**src/rtl/isc_pkg.sv**
```systemverilog
// ============================================================================
// isc_pkg: shared types and constants for the IMU sample conditioner
// Register indexes, stream widths, divider constants, controller interface.
// ============================================================================
package isc_pkg;

    localparam int unsigned S_TDATA_W = 120;
    localparam int unsigned S_TUSER_W = 2;
    localparam int unsigned M_TDATA_W = 120;
    localparam int unsigned M_TUSER_W = 1;
    localparam int unsigned CFG_IDX_W = 3;
    localparam int unsigned CFG_DATA_W = 16;

    // configuration register indexes
    localparam logic [CFG_IDX_W-1:0] REG_ACCEL_OFS_X = 3'd0;
    localparam logic [CFG_IDX_W-1:0] REG_ACCEL_OFS_Y = 3'd1;
    localparam logic [CFG_IDX_W-1:0] REG_ACCEL_OFS_Z = 3'd2;
    localparam logic [CFG_IDX_W-1:0] REG_GYRO_OFS_X  = 3'd3;
    localparam logic [CFG_IDX_W-1:0] REG_GYRO_OFS_Y  = 3'd4;
    localparam logic [CFG_IDX_W-1:0] REG_GYRO_OFS_Z  = 3'd5;
    localparam logic [CFG_IDX_W-1:0] REG_THERM_COEF  = 3'd6;
    localparam logic [CFG_IDX_W-1:0] REG_MOUNT       = 3'd7;

    // mount modes
    localparam logic [2:0] MOUNT_YAW90    = 3'd1;
    localparam logic [2:0] MOUNT_YAW180   = 3'd2;
    localparam logic [2:0] MOUNT_YAW270   = 3'd3;
    localparam logic [2:0] MOUNT_PITCH_P  = 3'd4;
    localparam logic [2:0] MOUNT_PITCH_N  = 3'd5;
    localparam logic [2:0] MOUNT_ROLL90   = 3'd6;

    // (10*t + TEMP_BIAS) * c / 3400000, with 3400000 = 64 * 53125
    localparam logic [19:0] TEMP_BIAS     = 20'd39202;
    localparam int unsigned DIV_PRE_SHIFT = 6;
    // ceil(2^44 / 53125), exact for 28-bit dividends
    localparam logic [28:0] RECIP_53125   = 29'd331147032;
    localparam int unsigned RECIP_SHIFT   = 44;
    // ceil(2^19 / 10), exact for 16-bit dividends
    localparam logic [15:0] RECIP_10      = 16'd52429;
    localparam int unsigned RECIP10_SHIFT = 19;

    localparam logic [7:0] ERR_RUN_LIMIT     = 8'd5;
    localparam logic [7:0] INVALID_RUN_LIMIT = 8'd5;
    localparam logic [7:0] RUN_MAX           = 8'd255;

    typedef struct packed {
        logic load_in;   // capture input item
        logic mul1;      // temperature * coefficient
        logic mul2;      // reciprocal divide
        logic mul3;      // 9/10 and 8/10 scaling
        logic commit;    // finish item, update status, fill output register
    } isc_cmd_t;

    typedef struct packed {
        logic out_busy;  // output register holds an item not yet taken
    } isc_sts_t;

endpackage

```
**src/rtl/isc_ctrl.sv**
```systemverilog
// ============================================================================
// isc_ctrl: sequencing controller
// Steps one item through the three multiply stages and the commit step.
// ============================================================================
module isc_ctrl
(
    input  logic               clk,
    input  logic               rst_n,
    input  logic               s_valid,
    output logic               s_ready,
    input  isc_pkg::isc_sts_t  sts,
    output isc_pkg::isc_cmd_t  cmd
);

    localparam logic [2:0] ST_IDLE = 3'd0;
    localparam logic [2:0] ST_MUL1 = 3'd1;
    localparam logic [2:0] ST_MUL2 = 3'd2;
    localparam logic [2:0] ST_MUL3 = 3'd3;
    localparam logic [2:0] ST_FIN  = 3'd4;

    logic [2:0] state_reg;
    logic [2:0] state_next;

    always_comb
    begin
        state_next = state_reg;
        cmd        = '0;
        s_ready    = 1'b0;
        case (state_reg)
            ST_IDLE:
            begin
                s_ready = 1'b1;
                if (s_valid)
                begin
                    cmd.load_in = 1'b1;
                    state_next  = ST_MUL1;
                end
            end
            ST_MUL1:
            begin
                cmd.mul1   = 1'b1;
                state_next = ST_MUL2;
            end
            ST_MUL2:
            begin
                cmd.mul2   = 1'b1;
                state_next = ST_MUL3;
            end
            ST_MUL3:
            begin
                cmd.mul3   = 1'b1;
                state_next = ST_FIN;
            end
            ST_FIN:
            begin
                // wait here while the output register is still occupied
                if (!sts.out_busy)
                begin
                    cmd.commit = 1'b1;
                    s_ready    = 1'b1;
                    if (s_valid)
                    begin
                        cmd.load_in = 1'b1;
                        state_next  = ST_MUL1;
                    end
                    else
                    begin
                        state_next = ST_IDLE;
                    end
                end
            end
            default:
            begin
                state_next = ST_IDLE;
            end
        endcase
    end

    always_ff @(posedge clk or negedge rst_n)
    begin
        if (!rst_n)
        begin
            state_reg <= ST_IDLE;
        end
        else
        begin
            state_reg <= state_next;
        end
    end

endmodule

```
**src/rtl/isc_datapath.sv**
```systemverilog
// ============================================================================
// isc_datapath: bias, thermal correction, rotation, bus health state
// Holds config registers, the staged correction divider and the output register.
// ============================================================================
module isc_datapath
(
    input  logic                                clk,
    input  logic                                rst_n,
    input  isc_pkg::isc_cmd_t                   cmd,
    output isc_pkg::isc_sts_t                   sts,
    input  logic [isc_pkg::S_TDATA_W-1:0]       s_tdata,
    input  logic [isc_pkg::S_TUSER_W-1:0]       s_tuser,
    input  logic                                cfg_valid,
    output logic                                cfg_ready,
    input  logic [isc_pkg::CFG_IDX_W-1:0]       cfg_index,
    input  logic [isc_pkg::CFG_DATA_W-1:0]      cfg_data,
    output logic                                m_tvalid,
    input  logic                                m_tready,
    output logic [isc_pkg::M_TDATA_W-1:0]       m_tdata,
    output logic [isc_pkg::M_TUSER_W-1:0]       m_tuser
);

    // ---------------- configuration ----------------
    logic [15:0] aofs_x_reg, aofs_y_reg, aofs_z_reg;
    logic [15:0] gofs_x_reg, gofs_y_reg, gofs_z_reg;
    logic [15:0] coef_reg;
    logic [2:0]  mount_reg;

    assign cfg_ready = 1'b1;

    always_ff @(posedge clk or negedge rst_n)
    begin
        if (!rst_n)
        begin
            aofs_x_reg <= '0;
            aofs_y_reg <= '0;
            aofs_z_reg <= '0;
            gofs_x_reg <= '0;
            gofs_y_reg <= '0;
            gofs_z_reg <= '0;
            coef_reg   <= '0;
            mount_reg  <= '0;
        end
        else if (cfg_valid)
        begin
            case (cfg_index)
                isc_pkg::REG_ACCEL_OFS_X: aofs_x_reg <= cfg_data;
                isc_pkg::REG_ACCEL_OFS_Y: aofs_y_reg <= cfg_data;
                isc_pkg::REG_ACCEL_OFS_Z: aofs_z_reg <= cfg_data;
                isc_pkg::REG_GYRO_OFS_X:  gofs_x_reg <= cfg_data;
                isc_pkg::REG_GYRO_OFS_Y:  gofs_y_reg <= cfg_data;
                isc_pkg::REG_GYRO_OFS_Z:  gofs_z_reg <= cfg_data;
                isc_pkg::REG_THERM_COEF:  coef_reg   <= cfg_data;
                isc_pkg::REG_MOUNT:       mount_reg  <= cfg_data[2:0];
                default:                  mount_reg  <= mount_reg;
            endcase
        end
    end

    // ---------------- input capture ----------------
    logic [15:0] in_ax_reg, in_ay_reg, in_az_reg, in_temp_reg;
    logic [15:0] in_gx_reg, in_gy_reg, in_gz_reg;
    logic        in_nak_reg, in_short_reg, in_fin_reg, in_succ_reg;

    always_ff @(posedge clk)
    begin
        if (cmd.load_in)
        begin
            in_nak_reg   <= s_tuser[0];
            in_short_reg <= s_tuser[1];
            in_ax_reg    <= s_tdata[15:0];
            in_ay_reg    <= s_tdata[31:16];
            in_az_reg    <= s_tdata[47:32];
            in_temp_reg  <= s_tdata[63:48];
            in_gx_reg    <= s_tdata[79:64];
            in_gy_reg    <= s_tdata[95:80];
            in_gz_reg    <= s_tdata[111:96];
            in_fin_reg   <= s_tdata[112];
            in_succ_reg  <= s_tdata[113];
        end
    end

    // ---------------- thermal correction, stage 1 ----------------
    // p = (10*t + 39202) * c, kept as sign and magnitude
    logic signed [19:0] temp_sx;
    logic signed [19:0] temp_scaled;
    logic signed [36:0] prod;
    logic [33:0]        prod_mag_reg;
    logic               prod_neg_reg;

    assign temp_sx     = 20'(signed'(in_temp_reg));
    assign temp_scaled = (temp_sx <<< 3) + (temp_sx <<< 1) + signed'(isc_pkg::TEMP_BIAS);
    assign prod        = 37'(temp_scaled) * 37'(signed'(coef_reg));

    always_ff @(posedge clk)
    begin
        if (cmd.mul1)
        begin
            prod_neg_reg <= prod[36];
            prod_mag_reg <= prod[36] ? 34'(-prod) : prod[33:0];
        end
    end

    // ---------------- stage 2: divide by 3400000 ----------------
    logic [56:0] quot_full;
    logic [11:0] corr_mag_reg;

    assign quot_full = 57'(prod_mag_reg[33:isc_pkg::DIV_PRE_SHIFT]) * 57'(isc_pkg::RECIP_53125);

    always_ff @(posedge clk)
    begin
        if (cmd.mul2)
        begin
            corr_mag_reg <= quot_full[isc_pkg::RECIP_SHIFT +: 12];
        end
    end

    // ---------------- stage 3: 9/10 and 8/10 ----------------
    logic [14:0] corr9;
    logic [14:0] corr8;
    logic [30:0] y_full;
    logic [30:0] z_full;
    logic [11:0] corr_y_mag_reg;
    logic [11:0] corr_z_mag_reg;

    assign corr9  = (15'(corr_mag_reg) << 3) + 15'(corr_mag_reg);
    assign corr8  = 15'(corr_mag_reg) << 3;
    assign y_full = 31'(corr9) * 31'(isc_pkg::RECIP_10);
    assign z_full = 31'(corr8) * 31'(isc_pkg::RECIP_10);

    always_ff @(posedge clk)
    begin
        if (cmd.mul3)
        begin
            corr_y_mag_reg <= y_full[isc_pkg::RECIP10_SHIFT +: 12];
            corr_z_mag_reg <= z_full[isc_pkg::RECIP10_SHIFT +: 12];
        end
    end

    // ---------------- commit: bias, correction, rotation ----------------
    logic [15:0] corr_x16, corr_y16, corr_z16;
    logic [15:0] bx, by, bz;
    logic [15:0] gx, gy, gz;
    logic [15:0] rx, ry, rz;

    assign corr_x16 = prod_neg_reg ? 16'(-{4'b0, corr_mag_reg})   : {4'b0, corr_mag_reg};
    assign corr_y16 = prod_neg_reg ? 16'(-{4'b0, corr_y_mag_reg}) : {4'b0, corr_y_mag_reg};
    assign corr_z16 = prod_neg_reg ? 16'(-{4'b0, corr_z_mag_reg}) : {4'b0, corr_z_mag_reg};

    assign bx = in_ax_reg - aofs_x_reg;
    assign by = in_ay_reg - aofs_y_reg;
    assign bz = in_az_reg - aofs_z_reg;
    assign gx = in_gx_reg - gofs_x_reg + corr_x16;
    assign gy = in_gy_reg - gofs_y_reg + corr_y16;
    assign gz = in_gz_reg - gofs_z_reg + corr_z16;

    always_comb
    begin
        rx = bx;
        ry = by;
        rz = bz;
        case (mount_reg)
            isc_pkg::MOUNT_YAW90:
            begin
                rx = by;
                ry = -bx;
            end
            isc_pkg::MOUNT_YAW180:
            begin
                rx = -bx;
                ry = -by;
            end
            isc_pkg::MOUNT_YAW270:
            begin
                rx = -by;
                ry = bx;
            end
            isc_pkg::MOUNT_PITCH_P:
            begin
                rx = by;
                ry = -bz;
                rz = bx;
            end
            isc_pkg::MOUNT_PITCH_N:
            begin
                rx = by;
                ry = bz;
                rz = -bx;
            end
            isc_pkg::MOUNT_ROLL90:
            begin
                rx = bz;
                ry = by;
                rz = -bx;
            end
            default:
            begin
                rx = bx;
            end
        endcase
    end

    // ---------------- bus health state ----------------
    logic [7:0] err_run_reg, err_run_next;
    logic [7:0] inv_run_reg, inv_run_next;
    logic       busy_reg, busy_next;
    logic       degr_reg, degr_next;
    logic       dpend_reg, dpend_next;
    logic       dout_reg, dout_next;
    logic       request;
    logic       sample_ok;

    assign sample_ok = !in_nak_reg && !in_short_reg;

    always_comb
    begin
        err_run_next = err_run_reg;
        inv_run_next = inv_run_reg;
        busy_next    = busy_reg;
        degr_next    = degr_reg;
        dpend_next   = dpend_reg;
        dout_next    = dout_reg;
        request      = 1'b0;

        // recovery-done event is latched first; success clears the error run
        if (in_fin_reg)
        begin
            dpend_next = 1'b1;
            dout_next  = in_succ_reg;
            if (in_succ_reg)
            begin
                err_run_next = '0;
            end
        end

        if (in_nak_reg)
        begin
            if (err_run_next != isc_pkg::RUN_MAX)
            begin
                err_run_next = err_run_next + 8'd1;
            end
            if (err_run_next > isc_pkg::ERR_RUN_LIMIT && !busy_next)
            begin
                request   = 1'b1;
                busy_next = 1'b1;
            end
        end
        else
        begin
            err_run_next = '0;
        end

        if (!sample_ok)
        begin
            if (!busy_next)
            begin
                if (inv_run_next != isc_pkg::RUN_MAX)
                begin
                    inv_run_next = inv_run_next + 8'd1;
                end
                if (inv_run_next >= isc_pkg::INVALID_RUN_LIMIT)
                begin
                    degr_next = 1'b1;
                end
            end
        end
        else
        begin
            inv_run_next = '0;
            degr_next    = 1'b0;
            if (dpend_next)
            begin
                degr_next  = !dout_next;
                busy_next  = 1'b0;
                dpend_next = 1'b0;
            end
        end
    end

    always_ff @(posedge clk or negedge rst_n)
    begin
        if (!rst_n)
        begin
            err_run_reg <= '0;
            inv_run_reg <= '0;
            busy_reg    <= 1'b0;
            degr_reg    <= 1'b0;
            dpend_reg   <= 1'b0;
            dout_reg    <= 1'b0;
        end
        else if (cmd.commit)
        begin
            err_run_reg <= err_run_next;
            inv_run_reg <= inv_run_next;
            busy_reg    <= busy_next;
            degr_reg    <= degr_next;
            dpend_reg   <= dpend_next;
            dout_reg    <= dout_next;
        end
    end

    // ---------------- output register ----------------
    logic                          m_valid_reg;
    logic [isc_pkg::M_TDATA_W-1:0] m_data_reg;
    logic                          m_ok_reg;

    always_ff @(posedge clk or negedge rst_n)
    begin
        if (!rst_n)
        begin
            m_valid_reg <= 1'b0;
        end
        else if (cmd.commit)
        begin
            m_valid_reg <= 1'b1;
        end
        else if (m_tready)
        begin
            m_valid_reg <= 1'b0;
        end
    end

    always_ff @(posedge clk)
    begin
        if (cmd.commit)
        begin
            m_ok_reg <= sample_ok;
            if (sample_ok)
            begin
                m_data_reg[111:0] <= {gz, gy, gx, in_temp_reg, rz, ry, rx};
            end
            else
            begin
                m_data_reg[111:0] <= '0;
            end
            m_data_reg[112]     <= degr_next;
            m_data_reg[113]     <= request;
            m_data_reg[114]     <= busy_next;
            m_data_reg[119:115] <= '0;
        end
    end

    assign m_tvalid     = m_valid_reg;
    assign m_tdata      = m_data_reg;
    assign m_tuser      = m_ok_reg;
    assign sts.out_busy = m_valid_reg && !m_tready;

endmodule

```
**src/rtl/imu_sample_conditioner.sv**
```systemverilog
// ============================================================================
// imu_sample_conditioner: six-axis IMU read conditioning
// Bias removal, thermal gyro correction, accel mount rotation, bus health.
// ============================================================================
// Sequence: from input accept to m_axis_tvalid the item passes the coefficient product,
//   reciprocal divide, 9/10 and 8/10 scaling and the commit into the output register.
// Flow: one item is in work at a time; the next item is taken while idle or in the commit
//   cycle, after the staged correction multiplies; a held result stalls the commit.
// Reset: rst_n asynchronous, active low; clears config registers, run counters,
//   recovery and degraded flags, controller state and output valid.
module imu_sample_conditioner
(
    input  logic                               clk,
    input  logic                               rst_n,
    // input item stream
    input  logic                               s_axis_tvalid,
    output logic                               s_axis_tready,
    // [15:0] raw_accel_x, [31:16] raw_accel_y, [47:32] raw_accel_z,
    // [63:48] raw_temperature, [79:64] raw_gyro_x, [95:80] raw_gyro_y,
    // [111:96] raw_gyro_z, [112] recovery_finished, [113] recovery_succeeded,
    // [119:114] zero pad
    input  logic [isc_pkg::S_TDATA_W-1:0]      s_axis_tdata,
    // [0] address_nak, [1] short_read
    input  logic [isc_pkg::S_TUSER_W-1:0]      s_axis_tuser,
    // result stream
    output logic                               m_axis_tvalid,
    input  logic                               m_axis_tready,
    // [15:0] accel_x, [31:16] accel_y, [47:32] accel_z, [63:48] temperature,
    // [79:64] gyro_x, [95:80] gyro_y, [111:96] gyro_z, [112] degraded,
    // [113] recovery_request, [114] recovery_active, [119:115] zero pad
    output logic [isc_pkg::M_TDATA_W-1:0]      m_axis_tdata,
    // [0] sample_ok
    output logic [isc_pkg::M_TUSER_W-1:0]      m_axis_tuser,
    // configuration writes: 0-2 accel offsets, 3-5 gyro offsets,
    // 6 thermal coefficient, 7 mount orientation (data[2:0])
    input  logic                               cfg_valid,
    output logic                               cfg_ready,
    input  logic [isc_pkg::CFG_IDX_W-1:0]      cfg_index,
    input  logic [isc_pkg::CFG_DATA_W-1:0]     cfg_data
);

    // controller <-> datapath
    isc_pkg::isc_cmd_t cmd;
    isc_pkg::isc_sts_t sts;

    // controller: idle -> mul1 -> mul2 -> mul3 -> fin; fin holds while
    // the output register is full and not taken, and takes the next item when it commits
    isc_ctrl u_ctrl
    (
        .clk     (clk),
        .rst_n   (rst_n),
        .s_valid (s_axis_tvalid),
        .s_ready (s_axis_tready),
        .sts     (sts),
        .cmd     (cmd)
    );

    // datapath: config registers, divider stages, health state, output reg
    isc_datapath u_dp
    (
        .clk       (clk),
        .rst_n     (rst_n),
        .cmd       (cmd),
        .sts       (sts),
        .s_tdata   (s_axis_tdata),
        .s_tuser   (s_axis_tuser),
        .cfg_valid (cfg_valid),
        .cfg_ready (cfg_ready),
        .cfg_index (cfg_index),
        .cfg_data  (cfg_data),
        .m_tvalid  (m_axis_tvalid),
        .m_tready  (m_axis_tready),
        .m_tdata   (m_axis_tdata),
        .m_tuser   (m_axis_tuser)
    );

endmodule

```
**config.mk**
```make
export PLATFORM = sky130hd
export DESIGN_NAME = imu_sample_conditioner
export DESIGN_NICKNAME = d
export VERILOG_FILES = /design/src/rtl/isc_pkg.sv /design/src/rtl/isc_ctrl.sv /design/src/rtl/isc_datapath.sv /design/src/rtl/imu_sample_conditioner.sv
export SDC_FILE = /design/constraint.sdc
export NUM_CORES = 2
export LEC_CHECK = 0
export ABC_AREA = 1
export BUFFER_PORTS_ARGS = -buffer_cell sky130_fd_sc_hd__buf_2
export CAP_MARGIN = 20
export CORE_ASPECT_RATIO = 0.9
export CORE_MARGIN = 4
export CORE_UTILIZATION = 50
export DETAILED_ROUTE_END_ITERATION = 8
export PLACE_DENSITY = 0.69
export SYNTH_ARGS = -nofsm -noshare
export SYNTH_HDL_FRONTEND = slang
export SYNTH_HIERARCHICAL = 1
export SYNTH_SLANG_ARGS = --single-unit
export TNS_END_PERCENT = 100
```
**constraint.sdc**
```tcl
create_clock -name clk -period 10.3 [get_ports clk]
set_input_delay 1.03 -clock clk [delete_from_list [all_inputs] [get_ports clk]]
set_output_delay 1.03 -clock clk [all_outputs]
set_load 0.01 [all_outputs]
```
==> Word level (Yosys, flattened, before mapping) <==
Cells that the tools add are included.
{ "word_totals": {"out_inout_bits": 124, "inputBits": 146, "reg_bits": 442, "elab_cells": 152} }
{ "op_classes": {"n_eq_ne": 22, "addsub": 21, "order_cmp": 2, "n_reduce_logical": 23, "mul": 4, "mux": 44} }
{ "ops": {"columns": ["operator", "n"], "rows": [
  ["16-bit subtractor", 6],
  ["8-bit two-way mux", 10],
  ["16-bit case mux with 5 select lines", 1],
  ["16-bit case mux with 4 select lines", 1],
  ["28-bit by 26-bit multiplier with 53-bit output, second input constant", 1],
  ["16-bit adder", 3],
  ["16-bit two-way mux", 3],
  ["12-bit negation with 16-bit output", 3],
  ["16-bit negation", 3],
  ["20-bit by 16-bit multiplier with 36-bit output", 1],
  ["34-bit two-way mux", 1],
  ["34-bit negation", 1],
  ["16-bit case mux with 2 select lines", 1],
  ["15-bit by 16-bit multiplier with 31-bit output, second input constant", 1],
  ["12-bit by 16-bit multiplier with 28-bit output, second input constant", 1],
  ["3-bit == test, second input constant", 8],
  ["1-bit two-way mux", 22],
  ["19-bit by 17-bit adder with 20-bit output", 1],
  ["20-bit by 17-bit adder with 20-bit output, second input constant", 1],
  ["2-bit AND reduction", 10],
  ["3-bit by 2-bit == test with 1-bit output, second input constant", 6],
  ["8-bit by 1-bit adder with 8-bit output, second input constant", 2],
  ["8-bit inequality test, second input constant", 2],
  ["15-bit by 12-bit adder with 15-bit output", 1],
  ["other kinds (14)", 26]
]} }

==> Depth between registers and ports, before layout <==
{ "depth": {"depth_word": 15, "depth_mapped": 48, "mapped_depth_nobuf": 48} }

==> Hierarchy <==
The synthesis kept the hierarchy.
{ "by_module_without_submodules": {"columns": ["module", "cells_each", "area_each_um2", "instances", "seq_area_each_um2"], "rows": [
  ["isc_datapath", 6552, 57226.1, 1, 12321.8],
  ["isc_ctrl", 23, 176.4, 1, 75.1]
]} }

==> Least setup slack after synthesis <==
OpenSTA, ideal clock, no wires.
{ "synth_timing": {"kind": "reg-to-reg", "start": "reg u_dp.in_temp_reg[13]", "end": "reg u_dp.prod_mag_reg[18], data pin", "path_buffers": 3, "path_stages_with_launch": 36, "setup_ns": 0.257, "period_less_slack_ns": 8.022, "required_time_ns": 10.043, "path_slack_ns": 2.278, "arrival_time_ns": 7.765, "path_cell_list": "edfxtp_1 > ha_1 > ha_1 > nand2_1 > nor3_1 > nor3b_1 > nand4_1 > nand3_1 > xor2_1 > clkbuf_1 > nor2_1 > fa_1 > inv_1 > fa_1 > clkbuf_1 > xor2_1 > o21ai_0 > inv_1 > fa_1 > inv_1 > fa_1 > inv_1 > fa_1 > inv_1 > ha_1 > a21oi_1 > o21a_1 > o21ai_0 > a21oi_1 > nand2_1 > nand2_1 > nand3b_2 > xor2_4 > buf_4 > nand2_1 > xor2_1"} }
{ "synth_between": {"elab_chain_len": 5} }
{ "synth_rtl": {"columns": ["item", "line_no", "rtl"], "rows": [
  ["start, declared", "isc_datapath.sv:61", "logic [15:0] in_ax_reg, in_ay_reg, in_az_reg, in_temp_reg;"],
  ["start signal, assigned", "isc_datapath.sv:74", "in_temp_reg <= s_tdata[63:48];"],
  ["19-bit by 17-bit adder with 20-bit output *", "isc_datapath.sv:92", "assign temp_scaled = (temp_sx <<< 3) + (temp_sx <<< 1) + signed'(isc_pkg::TEMP_BIAS);"],
  ["20-bit by 17-bit adder with 20-bit output *", "isc_datapath.sv:92", null],
  ["20-bit by 16-bit multiplier with 36-bit output *", "isc_datapath.sv:93", "assign prod = 37'(temp_scaled) * 37'(signed'(coef_reg));"],
  ["34-bit negation", "isc_datapath.sv:100", "prod_mag_reg <= prod[36] ? 34'(-prod) : prod[33:0];"],
  ["34-bit two-way mux *", "isc_datapath.sv:100", null],
  ["end signal, assigned", "isc_datapath.sv:100", null],
  ["end, declared", "isc_datapath.sv:88", "logic [33:0] prod_mag_reg;"]
]} }
Every way passes the cells marked *; elsewhere a longest branch is shown, timed or not.
A chain may end at the register's enable or synchronous reset.

==> Final worst setup path <==
{ "layout_timing": {"start": "reg u_dp.in_temp_reg[1]", "end": "reg u_dp.prod_mag_reg[6], data pin"} }
Same word-level chain as after synthesis.

==> impl_metrics.toml <==
[status]
status = "completed"

[grt]
overflow = 0
grt_pass1_wl_mm = 260
grt_use_total_pct = 28.0
antenna_found_initial = 9
grt_max_degree = 73
grt_pass1_vias = 45700

[cts]
clockBufferDepth = 3
post-cts-setup-buffers = 0
clk_pin_slew_worst_paths_ns = 0.06
clock_sinks = 436
root_buffer = "clkbuf_16"
cts-hold-fix-buffers = 0
clock_latency_ns = 0.67
cts_made_buffers = 51
cts-htree-levels = 2
cts_tree = "done"
cts.repair.resized = 0

[placed_design]
port_buffers = 257
gp_congestion = 0.984
detailed_place_hpwl_mm = 138

[timing]
layout_worst_path_cycle_share_pct = 87.6
tns_ns = 0
rsz0062_at_grt = "false"
relSlewSlack_pct = 25.3
worst_clock_skew_ns = 0.0550
max_freq_mhz = 111
hold_viol = 0
slew_viol_final = 0
tightest_slew_ns = 1.12
setup_violations = 0
fin_crit_ns = 9.02

[die]
ioPinCount = 270
start_util_pct = 50.5
rows = 117
core_area_um2 = 114000
fp.dieArea_um2 = 120000
die_w_um = 365
fp.dieH_um = 329

[synth]
synth_area_leaders = "fa_1, edfxtp_1, ha_1"
ys_seq_area_share_pct = 21.6
syn_area_um2 = 57400
synth.most_common_cell = "inv_1"
async_flop_share_pct = 31.9
synth_cell_types = 68
synth_edf_count = 297
syn_inst = 6575
avgSynthCellArea_um2 = 8.73
yosysWarnings = 6
synth_commonest_cells = "inv_1, nand2_1, fa_1, ha_1, nor2_1"
yosys.area.top_type = "fa_1"
ys_ff_latch = 436
synth_top_area_share_pct = 26.8
ys.flop_type = "edfxtp_1"

[setup_path]
cpPeakStageDelay_ns = 0.59
crit_fanout = 36
crit_arrival_ns = 9.39
cpMostUsedCell = "nand2_1"
worstSetupStartpointType = "register"
critPathKind = "register to register"
cpMaxStageDelayCell = "fa_1"
cp-end-kind = "register"
cp.required_ns = 10.66

[detailed_routing]
viasPerCell = 5.41
vias = 45200
drc_errors = 0
dr.pass1.iters = 6
ant_nets = 0
drt_iter0_markers = 4146
wl_per_cell_um = 19.8
wirelength_mm = 166

[flow_run]
maxCapViolations = 0

[final_layout]
nets = 8422
drive_gt1_share_pct = 6.71
largest_register_ffs = 115
syn2layout_area_growth_pct = 8.45

[hold_path]
hold_class = "input pin to asynchronous set/reset pin"
[area by class of cell]
| type | count | area, µm² |
|---|---|---|
| diodes | 4 | 10.0 |
| clock buffers | 68 | 1470 |
| clock inverters | 28 | 312 |
| fillers | 10500 | 51300 |
| inverters | 1554 | 5840 |
| multi-input cells | 4493 | 38800 |
| flip-flops and latches | 436 | 12400 |
| well taps | 1487 | 1860 |
| repair buffers | 287 | 1550 |
[critical path, delay by kind of cell (launching register included)]
family                   cells  cell delay [ns]
AND/OR/NAND/NOR             16             1.76
flip-flops                   1             0.47
AO/OA/AOI/OAI                5             1.08
buffers and inverters        7             1.01
XOR/XNOR                     2             0.31
adder cells (fa/ha/maj)      9             4.11
[through the flow]
step                      cells  cell area, µm²  util [%]  setup WS (ns)  hold WS [ns]
after floorplan            6579           57400         -           2.28         0.449
after global placement     8254           60400      53.2           1.44         0.464
after detailed placement   8254           60400      53.2           1.38         0.473
after CTS                  8350           62200      54.7           1.31         0.234
after global routing       8355           62200      54.8          0.534         0.256
final                      8357           62300      54.8           1.28         0.259
[cells by family after synthesis]
kind of cell,count (synthesis),share of synthesized area (%)
simple gates,2017,14.7
other cells,2,0.0131
compound gates,826,8.07
fa+ha+maj,1453,41.7
xor+xnor,191,3.01
buf+inv,1650,10.9
flops,436,21.6
[routing by layer]
layer / share of wire, % / wire [µm] / vias up / GRT usage [%]
li1: - / - / 21200 / -
met1: 44 / 73100 / 22100 / 40.5
met2: 44 / 72900 / 1730 / 43.3
met3: 8.9 / 14800 / 233 / 5.39
met4: 2.9 / 4760 / 6 / 7.65
met5: 0.027 / 44 / - / 0
[worst paths after layout]
kind,slack [ns],cells past startpoint,from,to
worst min-delay path,0.26,1,rst_n,u_dp/m_tvalid$_DFFE_PN0P_
max in group asynchronous,8.25,3,rst_n,u_dp/aofs_x_reg[13]$_DFFE_PN0P_
worst max register to register,1.28,39,u_dp/in_temp_reg[1]$_DFFE_PP_,u_dp/prod_mag_reg[6]$_DFFE_PP_
worst max-delay path,1.28,39,u_dp/in_temp_reg[1]$_DFFE_PP_,u_dp/prod_mag_reg[6]$_DFFE_PP_
min in group clk,0.48,2,u_dp/aofs_y_reg[1]$_DFFE_PN0P_,u_dp/aofs_y_reg[1]$_DFFE_PN0P_
worst min register to register,0.48,2,u_dp/aofs_y_reg[1]$_DFFE_PN0P_,u_dp/aofs_y_reg[1]$_DFFE_PN0P_
[cells in the final DEF, fill, tap and decap left out, types with 21 or more instances in the layout]
cell type	netlist	layout
inv_1	1533	1532
buf_2	3	256
nand3_1	226	226
xor2_1	135	135
fa_1	769	769
xnor2_1	50	50
buf_4	9	27
dfrtp_1	139	139
a21oi_1	298	297
nand4_1	68	68
ha_1	684	684
nor2_1	490	486
edfxtp_1	297	297
a31oi_1	37	37
o21ai_0	314	314
nor3_1	47	46
nand2_1	1085	1085
a221oi_1	21	21
clkbuf_16	0	54
o21a_1	29	29
Power is left out: the tool's default activity adds up to more than one toggle a clock period on the data nets, which glitch-free logic cannot reach.
